File: src/hw/rtl/bdq_pkg.sv
// shared types and codes for the bounded deque with search
`default_nettype none

package bdq_pkg;

    localparam int DEPTH_DEF     = 32;
    localparam int WORD_BITS_DEF = 32;

    localparam logic [2:0] ACT_PUSH_FRONT = 3'd0;
    localparam logic [2:0] ACT_PUSH_BACK  = 3'd1;
    localparam logic [2:0] ACT_POP_FRONT  = 3'd2;
    localparam logic [2:0] ACT_POP_BACK   = 3'd3;
    localparam logic [2:0] ACT_FIND       = 3'd4;
    localparam logic [2:0] ACT_LIST       = 3'd5;

    localparam logic [1:0] STAT_OK        = 2'd0;
    localparam logic [1:0] STAT_EMPTY     = 2'd1;
    localparam logic [1:0] STAT_FULL      = 2'd2;
    localparam logic [1:0] STAT_NOT_FOUND = 2'd3;

    typedef enum logic [1:0] {
        S_IDLE,
        S_POP,
        S_SCAN,
        S_FIN
    } t_state;

endpackage

`default_nettype wire

File: src/hw/rtl/bdq_ram.sv
// ring storage: one write port, one registered read port
`default_nettype none

module bdq_ram
    import bdq_pkg::*;
#(
    parameter int DEPTH     = DEPTH_DEF,
    parameter int WORD_BITS = WORD_BITS_DEF
) (
    input  wire logic                         i_clk,
    input  wire logic                         i_wr_en,
    input  wire logic [$clog2(DEPTH)-1:0]     i_wr_addr,
    input  wire logic [WORD_BITS-1:0]         i_wr_data,
    input  wire logic                         i_rd_en,
    input  wire logic [$clog2(DEPTH)-1:0]     i_rd_addr,
    output logic      [WORD_BITS-1:0]         o_rd_data
);

    logic [WORD_BITS-1:0] r_mem [DEPTH];

    always_ff @(posedge i_clk) begin
        if (i_wr_en) begin
            r_mem[i_wr_addr] <= i_wr_data;
        end
    end

    always_ff @(posedge i_clk) begin
        if (i_rd_en) begin
            o_rd_data <= r_mem[i_rd_addr];
        end
    end

endmodule

`default_nettype wire

File: src/hw/rtl/bounded_deque_with_search_top.sv
// bounded deque with linear search: top level with sequencer and result register
//
// input channel: i_valid / o_stall carry one beat of i_action and i_value.
// output channel: o_valid / i_stall carry result beats of o_status,
// o_position, o_word and o_last; o_last marks the final beat of each item.
// push front and push back give one beat (ok or full).
// pop front and pop back do one ram read, then give the beat
// with the removed word (or one empty beat on an empty list).
// find and list do one ram read per entry and one compare per cycle in
// the shared compare unit, unless the scan is held; then a final state.
// a match is held one step so the last beat can be flagged; find with
// no match gives one not-found beat, find or list on an empty list one
// empty beat. actions 6 and 7 are taken and give no beat.
// the block takes one item at a time; o_stall is high while an item is
// at work and while a result beat waits on a stalled receiver.
// a stalled receiver holds the scan at the next match, payload held.
// synchronous reset empties the list at once; ram contents are not cleared.
`default_nettype none

module bounded_deque_with_search_top
    import bdq_pkg::*;
#(
    parameter int DEPTH     = DEPTH_DEF,
    parameter int WORD_BITS = WORD_BITS_DEF
) (
    input  wire logic               i_clk,
    input  wire logic               i_rst_n,
    input  wire logic               i_valid,
    output logic                    o_stall,
    input  wire logic        [2:0]  i_action,
    input  wire logic signed [31:0] i_value,
    output logic                    o_valid,
    input  wire logic               i_stall,
    output logic             [1:0]  o_status,
    output logic             [5:0]  o_position,
    output logic signed      [31:0] o_word,
    output logic                    o_last
);

    localparam int AW = $clog2(DEPTH);
    localparam int CW = $clog2(DEPTH + 1);

    t_state r_state, n_state;
    logic [AW-1:0] r_front, n_front;
    logic [CW-1:0] r_count, n_count;
    logic [AW-1:0] r_slot, n_slot;
    logic [AW-1:0] r_idx, n_idx;
    logic          r_list, n_list;
    logic [WORD_BITS-1:0] r_key, n_key;
    logic          r_hold_v, n_hold_v;
    logic [5:0]    r_hold_pos, n_hold_pos;
    logic [31:0]   r_hold_word, n_hold_word;
    logic          r_o_valid, n_o_valid;
    logic [1:0]    r_o_status;
    logic [5:0]    r_o_pos;
    logic [31:0]   r_o_word;
    logic          r_o_last;

    logic          load_o;
    logic [1:0]    lo_status;
    logic [5:0]    lo_pos;
    logic [31:0]   lo_word;
    logic          lo_last;

    logic                 ram_wr_en, ram_rd_en;
    logic [AW-1:0]        ram_wr_addr, ram_rd_addr;
    logic [WORD_BITS-1:0] ram_rd_data;

    logic                 out_free, accept, full, empty, hit, last_idx;
    logic [63:0]          v64, rd64, pos64;
    logic [WORD_BITS-1:0] new_word;
    logic [31:0]          rd_word;
    logic [AW:0]          sum_back, sum_last, idx_nxt;
    logic [AW-1:0]        slot_back, slot_last, front_dec, front_inc, slot_inc;
    logic [5:0]           pos6;

    assign out_free = !r_o_valid || !i_stall;
    assign o_stall  = !((r_state == S_IDLE) && out_free);
    assign accept   = i_valid && !o_stall;
    assign full     = (r_count == CW'(DEPTH));
    assign empty    = (r_count == '0);

    assign v64      = {32'd0, i_value};
    assign new_word = v64[WORD_BITS-1:0];
    assign rd64     = 64'(ram_rd_data);
    assign rd_word  = rd64[31:0];

    assign sum_back  = (AW+1)'(r_front) + (AW+1)'(r_count);
    assign sum_last  = sum_back - (AW+1)'(1);
    assign slot_back = (sum_back >= (AW+1)'(DEPTH)) ? AW'(sum_back - (AW+1)'(DEPTH))
                                                    : sum_back[AW-1:0];
    assign slot_last = (sum_last >= (AW+1)'(DEPTH)) ? AW'(sum_last - (AW+1)'(DEPTH))
                                                    : sum_last[AW-1:0];
    assign front_dec = (r_front == '0) ? AW'(DEPTH - 1) : r_front - AW'(1);
    assign front_inc = (r_front == AW'(DEPTH - 1)) ? '0 : r_front + AW'(1);
    assign slot_inc  = (r_slot == AW'(DEPTH - 1)) ? '0 : r_slot + AW'(1);

    assign idx_nxt  = (AW+1)'(r_idx) + (AW+1)'(1);
    assign pos64    = 64'(idx_nxt);
    assign pos6     = pos64[5:0];
    assign last_idx = (idx_nxt == (AW+1)'(r_count));

    // shared compare unit
    assign hit = r_list || (ram_rd_data == r_key);

    always_comb begin
        n_state     = r_state;
        n_front     = r_front;
        n_count     = r_count;
        n_slot      = r_slot;
        n_idx       = r_idx;
        n_list      = r_list;
        n_key       = r_key;
        n_hold_v    = r_hold_v;
        n_hold_pos  = r_hold_pos;
        n_hold_word = r_hold_word;
        ram_wr_en   = 1'b0;
        ram_wr_addr = slot_back;
        ram_rd_en   = 1'b0;
        ram_rd_addr = r_slot;
        load_o      = 1'b0;
        lo_status   = STAT_OK;
        lo_pos      = '0;
        lo_word     = '0;
        lo_last     = 1'b1;
        case (r_state)
            S_IDLE: begin
                if (accept) begin
                    case (i_action)
                        ACT_PUSH_FRONT, ACT_PUSH_BACK: begin
                            load_o = 1'b1;
                            if (full) begin
                                lo_status = STAT_FULL;
                            end else begin
                                ram_wr_en = 1'b1;
                                if (i_action == ACT_PUSH_FRONT) begin
                                    ram_wr_addr = front_dec;
                                    n_front     = front_dec;
                                end
                                n_count = r_count + CW'(1);
                            end
                        end
                        ACT_POP_FRONT, ACT_POP_BACK: begin
                            if (empty) begin
                                load_o    = 1'b1;
                                lo_status = STAT_EMPTY;
                            end else begin
                                ram_rd_en = 1'b1;
                                if (i_action == ACT_POP_FRONT) begin
                                    ram_rd_addr = r_front;
                                    n_front     = front_inc;
                                end else begin
                                    ram_rd_addr = slot_last;
                                end
                                n_count = r_count - CW'(1);
                                n_state = S_POP;
                            end
                        end
                        ACT_FIND, ACT_LIST: begin
                            if (empty) begin
                                load_o    = 1'b1;
                                lo_status = STAT_EMPTY;
                            end else begin
                                ram_rd_en   = 1'b1;
                                ram_rd_addr = r_front;
                                n_slot      = front_inc;
                                n_idx       = '0;
                                n_key       = new_word;
                                n_list      = (i_action == ACT_LIST);
                                n_hold_v    = 1'b0;
                                n_state     = S_SCAN;
                            end
                        end
                        default: ;
                    endcase
                end
            end
            S_POP: begin
                if (out_free) begin
                    load_o  = 1'b1;
                    lo_word = rd_word;
                    n_state = S_IDLE;
                end
            end
            S_SCAN: begin
                if (!(hit && r_hold_v && !out_free)) begin
                    if (hit) begin
                        if (r_hold_v) begin
                            load_o  = 1'b1;
                            lo_pos  = r_hold_pos;
                            lo_word = r_hold_word;
                            lo_last = 1'b0;
                        end
                        n_hold_v    = 1'b1;
                        n_hold_pos  = pos6;
                        n_hold_word = rd_word;
                    end
                    if (last_idx) begin
                        n_state = S_FIN;
                    end else begin
                        ram_rd_en   = 1'b1;
                        ram_rd_addr = r_slot;
                        n_slot      = slot_inc;
                        n_idx       = idx_nxt[AW-1:0];
                    end
                end
            end
            S_FIN: begin
                if (out_free) begin
                    load_o = 1'b1;
                    if (r_hold_v) begin
                        lo_pos  = r_hold_pos;
                        lo_word = r_hold_word;
                    end else begin
                        lo_status = STAT_NOT_FOUND;
                    end
                    n_hold_v = 1'b0;
                    n_state  = S_IDLE;
                end
            end
            default: n_state = S_IDLE;
        endcase
        n_o_valid = load_o ? 1'b1 : (out_free ? 1'b0 : r_o_valid);
    end

    always_ff @(posedge i_clk) begin
        if (!i_rst_n) begin
            r_state   <= S_IDLE;
            r_front   <= '0;
            r_count   <= '0;
            r_hold_v  <= 1'b0;
            r_o_valid <= 1'b0;
        end else begin
            r_state   <= n_state;
            r_front   <= n_front;
            r_count   <= n_count;
            r_hold_v  <= n_hold_v;
            r_o_valid <= n_o_valid;
        end
    end

    always_ff @(posedge i_clk) begin
        r_slot      <= n_slot;
        r_idx       <= n_idx;
        r_list      <= n_list;
        r_key       <= n_key;
        r_hold_pos  <= n_hold_pos;
        r_hold_word <= n_hold_word;
        if (load_o) begin
            r_o_status <= lo_status;
            r_o_pos    <= lo_pos;
            r_o_word   <= lo_word;
            r_o_last   <= lo_last;
        end
    end

    bdq_ram #(
        .DEPTH     (DEPTH),
        .WORD_BITS (WORD_BITS)
    ) u_ram (
        .i_clk     (i_clk),
        .i_wr_en   (ram_wr_en),
        .i_wr_addr (ram_wr_addr),
        .i_wr_data (new_word),
        .i_rd_en   (ram_rd_en),
        .i_rd_addr (ram_rd_addr),
        .o_rd_data (ram_rd_data)
    );

    assign o_valid    = r_o_valid;
    assign o_status   = r_o_status;
    assign o_position = r_o_pos;
    assign o_word     = r_o_word;
    assign o_last     = r_o_last;

endmodule

`default_nettype wire

File: config.mk
export PLATFORM = sky130hd
export DESIGN_NAME = bounded_deque_with_search_top
export DESIGN_NICKNAME = d
export VERILOG_FILES = /design/src/hw/rtl/bdq_pkg.sv /design/src/hw/rtl/bdq_ram.sv /design/src/hw/rtl/bounded_deque_with_search_top.sv
export SDC_FILE = /design/constraint.sdc
export NUM_CORES = 2
export LEC_CHECK = 0
export BUFFER_PORTS_ARGS = -buffer_cell sky130_fd_sc_hd__buf_2
export CAP_MARGIN = 20
export CORE_MARGIN = 2
export CORE_UTILIZATION = 45
export CTS_CLUSTER_DIAMETER = 100
export DETAILED_ROUTE_END_ITERATION = 10
export MAX_ROUTING_LAYER = met4
export PLACE_DENSITY = 0.72
export SYNTH_ARGS = -nofsm -noshare
export SYNTH_HDL_FRONTEND = slang
export SYNTH_SLANG_ARGS = --single-unit
File: constraint.sdc
create_clock -name i_clk -period 5.8 [get_ports i_clk]
set_input_delay 0.29 -clock i_clk [delete_from_list [all_inputs] [get_ports i_clk]]
set_output_delay 0.29 -clock i_clk [all_outputs]
set_load 0.05 [all_outputs]
[Word-level counts from Yosys, hierarchy flattened]
Memory sizes are Yosys's and may differ from the RTL's. A register that Yosys moved wholly into a read port is not among the register bits.
Index checks and enable logic that the tools add are counted.
Word-level totals
  register bits: 137
  memory bits (writable): 1024
  bits of input ports: 39
  output and inout port bits: 43
  word-level logic and storage cells: 183
  memories kept: 1
Cells by class
  add/subtract/negate cells: 10
  order comparisons: 2
  equality and inequality tests: 29
  muxes and demuxes: 91
  bitwise gates (word level): 4
  reductions and logical operators: 31
Memory list
  u_ram.r_mem: words 32, width 32, read ports 1, clocked after memory_dff 1, wr ports 1, RTL line bdq_ram.sv:19  | logic [WORD_BITS-1:0] r_mem [DEPTH];
Operators with widths (count)
  two-way mux 32 bit: 5
  two-way mux 5 bit: 29
  case mux 32 bit (3 select lines): 1
  case mux 5 bit (2 select lines): 4
  two-way mux 6 bit: 6
  equality test 32 bit: 1
  two-way mux 1 bit: 26
  case mux 6 bit (2 select lines): 2
  inequality test 2 bit, second input constant: 11
  AND reduction 7 bit: 3
  two-way mux 2 bit: 10
  subtractor 5 x 1 -> 5 bit, second input constant: 3
  greater-or-equal comparator 6 bit, second input constant: 2
  case mux 2 bit (2 select lines): 3
  subtractor 6 x 1 -> 6 bit, second input constant: 2
  adder 5 x 1 -> 5 bit, second input constant: 2
  equality test 5 bit, second input constant: 2
  OR reduction 2 bit: 4
  adder 5 x 1 -> 6 bit, second input constant: 1
  adder 5 x 6 -> 6 bit: 1
  adder 6 x 1 -> 6 bit, second input constant: 1
  equality test 3 x 2 -> 1 bit, second input constant: 2
  equality test 3 bit, second input constant: 2
  equality test 6 bit: 1
  other kinds (26): 43

[Longest topological paths before layout]
  depth after elaboration: 9
  mapped depth: 15
  mapped depth without buffers: 12

[Cells and area by module]
From an unflattened synthesis, not the netlist that was laid out.
Unflattened totals
  cells, all modules: 2762
  area, all modules: 47375.4 um2
By module, submodules not included
  bdq_ram: times used 1, cells an instance 2260, area an instance 40812.9 um2, seq. area each 31710.4 um2
  bounded_deque_with_search_top: times used 1, cells an instance 502, area an instance 6562.5 um2, seq. area each 3963.8 um2

[Least setup slack after synthesis]
OpenSTA, ideal clock, no wires.
  path type: reg2reg
  start: register r_state[0]
  end: memory u_ram.r_mem[17][0] in the netlist's numbering (enable)
  setup time: 421 ps
  arrival: 3651 ps
  required time: 5379 ps
  path slack: 1728 ps
  stages on the path, launching flop included: 10
  path buffers: 0
  period minus slack after synthesis: 4072 ps
  cells stage by stage: dfxtp_1 -> inv_1 -> ha_1 -> a21boi_1 -> nand3_1 -> a211oi_2 -> mux2i_1 -> xnor2_1 -> nand2_1 -> nor2_1
Between the ends
  cells in the longest elaborated chain, start to end: 7
  elaborated cells between the ends (all ways): 9
  those cells by class: 6 x mux; 3 x reduce/logical
RTL lines
  start: declaration: RTL line bounded_deque_with_search_top.sv:43  | t_state r_state, n_state;
  start signal: assignment: RTL line bounded_deque_with_search_top.sv:234  | r_state <= n_state;
  zero test 2 bit (*): RTL line bounded_deque_with_search_top.sv:78, bounded_deque_with_search_top.sv:126
  logical AND 1 bit: RTL line bounded_deque_with_search_top.sv:78  | assign o_stall = !((r_state == S_IDLE) && out_free);
  logical AND 1 bit: RTL line bounded_deque_with_search_top.sv:79  | assign accept = i_valid && !o_stall;
  two-way mux 1 bit: RTL line bounded_deque_with_search_top.sv:128  | if (accept) begin
  two-way mux 1 bit: RTL line bounded_deque_with_search_top.sv:126  | case (r_state)
  two-way mux 1 bit: RTL line bdq_ram.sv:22  | if (i_wr_en) begin
  two-way mux 1 bit (not written as such): RTL line bdq_ram.sv:23  | r_mem[i_wr_addr] <= i_wr_data;
  end: declaration: RTL line bdq_ram.sv:19
Mark *: on every way between the ends. The rest lies on a longest branch, timed or not.

[Worst setup path in the final report]
  start: register r_count[1]
  end: register u_ram.o_rd_data[22] (read register of u_ram.r_mem), data pin
Between the ends
  cells in the longest elaborated chain, start to end: 9
  elaborated cells between the ends (all ways): 19
  those cells by class: 3 x add/sub; 1 x order compare; 1 x eq/ne; 13 x mux; 1 x reduce/logical
RTL lines
  start: declaration: RTL line bounded_deque_with_search_top.sv:45  | logic [CW-1:0] r_count, n_count;
  start signal: assignment: RTL line bounded_deque_with_search_top.sv:236  | r_count <= n_count;
  adder 5 x 6 -> 6 bit: RTL line bounded_deque_with_search_top.sv:88  | assign sum_back = (AW+1)'(r_front) + (AW+1)'(r_count);
  subtractor 6 x 1 -> 6 bit: RTL line bounded_deque_with_search_top.sv:89  | assign sum_last = sum_back - (AW+1)'(1);
  subtractor 5 x 1 -> 5 bit / greater-or-equal comparator 6 bit (equally long branches): RTL line bounded_deque_with_search_top.sv:92  | assign slot_last = (sum_last >= (AW+1)'(DEPTH)) ? AW'(sum_last - (AW+1)'(DEPTH))
  two-way mux 5 bit: RTL line bounded_deque_with_search_top.sv:92
  two-way mux 5 bit: RTL line bounded_deque_with_search_top.sv:149  | if (i_action == ACT_POP_FRONT) begin
  two-way mux 5 bit: RTL line bounded_deque_with_search_top.sv:144  | if (empty) begin
  case mux 5 bit (2 select lines): RTL line bounded_deque_with_search_top.sv:129  | case (i_action)
  two-way mux 5 bit: RTL line bounded_deque_with_search_top.sv:128
  two-way mux 5 bit
  end: declaration: RTL line bdq_ram.sv:16  | output logic [WORD_BITS-1:0] o_rd_data
Parallel ways exist; a longest one is shown, timed or not.
A chain may end at the register's enable or synchronous reset.

==> flow_metrics.env <==
export IMPL_syn_area_per_cell_um2=14.43
export IMPL_drc=0
export IMPL_hold_buffers=2
export IMPL_insertion_delay_ps=740
export IMPL_yosys_cell_types_count=71
export IMPL_reg2reg_depth=9
export IMPL_yosys_warnings=0
export IMPL_ir_drop_mv=0.3401
export IMPL_die_height_um=333.6
export IMPL_drt_iter0_drc=5141
export IMPL_globalplace_congestion=0.9150
export IMPL_initial_core_util_pct=45.54
export IMPL_syn2layout_area_growth_pct=12.03
export IMPL_grtUsageTotal_pct=25.75
export IMPL_cts_resized=0
export IMPL_async_reset_ff_share_pct=0
export IMPL_crit_fanout=51
export IMPL_routed_wl_um=141800
export IMPL_fin_ws_ps=1099
export IMPL_hold_viol_final=0
export IMPL_io_buffers=81
export IMPL_cap_violations=0
export IMPL_worstPathRequired_ps=6230
export IMPL_first_pass_iters=6
export IMPL_cts_clk_slew_worst_paths_ps=60
export IMPL_clockBufferDepth=3
export IMPL_post_dp_hpwl_um=76380
export IMPL_crit_type="reg2reg"
export IMPL_drive_gt1_share_pct=11.57
export IMPL_dp_cells=4674
export IMPL_core_area_mm2=0.1074
export IMPL_final_area_mm2=0.05477
export IMPL_grt_util_met2_pct=38.03
export IMPL_grt_antenna_before_repair=12
export IMPL_postLayoutCoreUtil_pct=51.02
export IMPL_met3_usage_pct=5.989
export IMPL_grt_overflow=0
export IMPL_htree_levels=3
export IMPL_synth_flop_cell="edfxtp_1"
export IMPL_syn_nets=3453
export IMPL_whs_path_depth=2
export IMPL_setup_viol=0
export IMPL_ant_nets=0
export IMPL_yosysSeqAreaShare_pct=72.97
export IMPL_cts_tree="yes"
export IMPL_grt_pass1_wl_um=207200
export IMPL_numCtsBuffers=113
export IMPL_routed_via_density=6.592
export IMPL_use_met1_pct=34.47
export IMPL_nNetsFinal=3455
export IMPL_die_width_um=333.6
export IMPL_worst_pin_slew_ps=1295
export IMPL_pwr_density_cell_mw_per_mm2=383.7
export IMPL_outcome="complete, no violations"
export IMPL_fmax_ghz=0.2127
export IMPL_hp_class="in2reg"
export IMPL_grt_setup_unrepaired="false"
export IMPL_power_leakage_nw=17.47
export IMPL_critPathMaxStageDelay_ps=850
export IMPL_placed_cell_area_mm2=0.05112
export IMPL_arrival_ps=5130
export IMPL_vias=32260
export IMPL_busiest_layer="met2"
export IMPL_root_buffer="clkbuf_16"
export IMPL_timing_final_crit_share_pct=81.05
export IMPL_rows=120
export IMPL_grt_max_degree=253
export IMPL_synthesis_area_mm2=0.04889
export IMPL_clock_skew_final_ps=42.67
export IMPL_timing_final_max_slew_violations=0
export IMPL_grt_pass1_vias=30690
export IMPL_final_common_cell="edfxtp_1"
export IMPL_syn_inst=3387
export IMPL_crit_path_end_kind="flop"
export IMPL_cts_setup_buffers=0
export IMPL_wl_per_cell_um=28.97
export IMPL_worstPathCellList="or4_4, nor3_1, a211o_4, and2_4, buf_4, a32oi_1, a22o_1, a311oi_1, mux2i_1"
export IMPL_layout_common_cells="1178 x edfxtp_1, 346 x nand2_1, 261 x nand3_1"
export IMPL_cts_sinks=1193
export IMPL_setup_tns_ps=0
export IMPL_synth_seq_cells=1193
export IMPL_synth_edff_count=1178
export IMPL_hold_slack_ps=28.41
export IMPL_relSlewSlack_pct=13.67
export IMPL_io_pins=82
export IMPL_cp_slowest_cell="and2_4"
export IMPL_power_mw=21.02
export IMPL_fin_cells=4894
export IMPL_min_period_ps=4701
export IMPL_critPathLaunchType="flop"
export IMPL_place_ws_ps=1234
export IMPL_die_area_mm2=0.1113
[flip-flops by register name, summed over array words and instances, names as in the netlist, 2 cells and up]
name and flops:
u_ram.r_mem 1024, o_word 32, r_hold_word 32, r_key 32
u_ram.o_rd_data 32, o_position 6, r_count 6, r_hold_pos 6
r_front 5, r_idx 5, r_slot 5, o_status 2
r_state 2
[synth_stat cells, types with 3 or more instances]
master    count  area share [%]
mux2_2        3           0.069
o21ai_1      24            0.25
ha_1         25            0.64
nand2_1     348             2.7
edfxtp_1   1178              72
a311oi_1     62             1.1
buf_6        14            0.32
buf_1         6           0.046
o211a_1       3           0.061
nor2b_1       7           0.090
a21oi_1      78            0.80
nor4_1        3           0.038
and2_1       17            0.22
xnor2_1      50            0.90
buf_2        79            0.81
o21ai_0     252             2.6
and3_1       74            0.95
a22o_1       95             1.7
nor2_1       61            0.47
mux2i_1      41            0.84
a32oi_1     253             4.5
inv_1        19            0.15
clkbuf_1    188             1.4
a211o_1       3           0.054
nand3_1     262             2.7
clkbuf_2      4           0.041
dfxtp_1      15            0.61
a211oi_1    133             2.0
or3_1         6           0.077
nand4_1       9            0.12
nor3_1        7           0.072
a21o_1        7            0.11
xor2_1       10            0.18
[logic make-up (layout without fill, tap and decap cells)]
group | after synthesis | count (layout) | synth area share, %
AO/OA/AOI/OAI | 940 | 940 | 13.77
other | 0 | 7 | 0
buffers and inverters | 312 | 409 | 2.838
multiplexers | 44 | 44 | 0.9085
XOR/XNOR | 61 | 61 | 1.121
adder cells (fa/ha/maj) | 27 | 27 | 0.7217
AND/OR/NAND/NOR | 810 | 810 | 7.670
flip-flops | 1193 | 1193 | 72.97
[area by class of cell]
class / count / area (µm²)
Antenna cell: 7 / 17.52
Multi-Input combinational cell: 1882 / 12200
Clock inverter: 66 / 616.8
Clock buffer: 144 / 2974
Sequential cell: 1193 / 35670
Tap cell: 1403 / 1755
Inverter: 19 / 71.32
Timing Repair Buffer: 180 / 1466
Fill cell: 8607 / 52580
[power breakdown]
group          leakage, nW  internal (mW)  total [mW]  switching, mW
Sequential            10.7           9.82        10.1          0.235
Clock                 1.75           4.00        7.21           3.21
Combinational         4.98           1.13        3.75           2.62
Total                 17.5           15.0        21.0           6.06
[worst paths after layout]
check	end	slack, ps	from
max	u_ram.o_rd_data[22]	1100	r_count[1]
min	r_list	30	i_action[0]
max reg2reg	u_ram.o_rd_data[22]	1100	r_count[1]
min reg2reg	r_state[1]	520	r_state[1]
[critical path: cells and delay by family (launching register included)]
kind                   cells  cell delay, ps
DFF                        1             400
muxes                      1             130
buffers and inverters      1             430
AOI/OAI and AO/OA          4            1300
and+or+nand+nor            3            2080
[routing by layer]
metal	vias up	part of all wire, %	wire, µm
met2	2446	46	64520
met5	-	0	0
met3	363	13	18500
met4	0	3.9	5597
met1	15950	38	53180
li1	13510	-	-
Power figures use the tool's default switching activity.
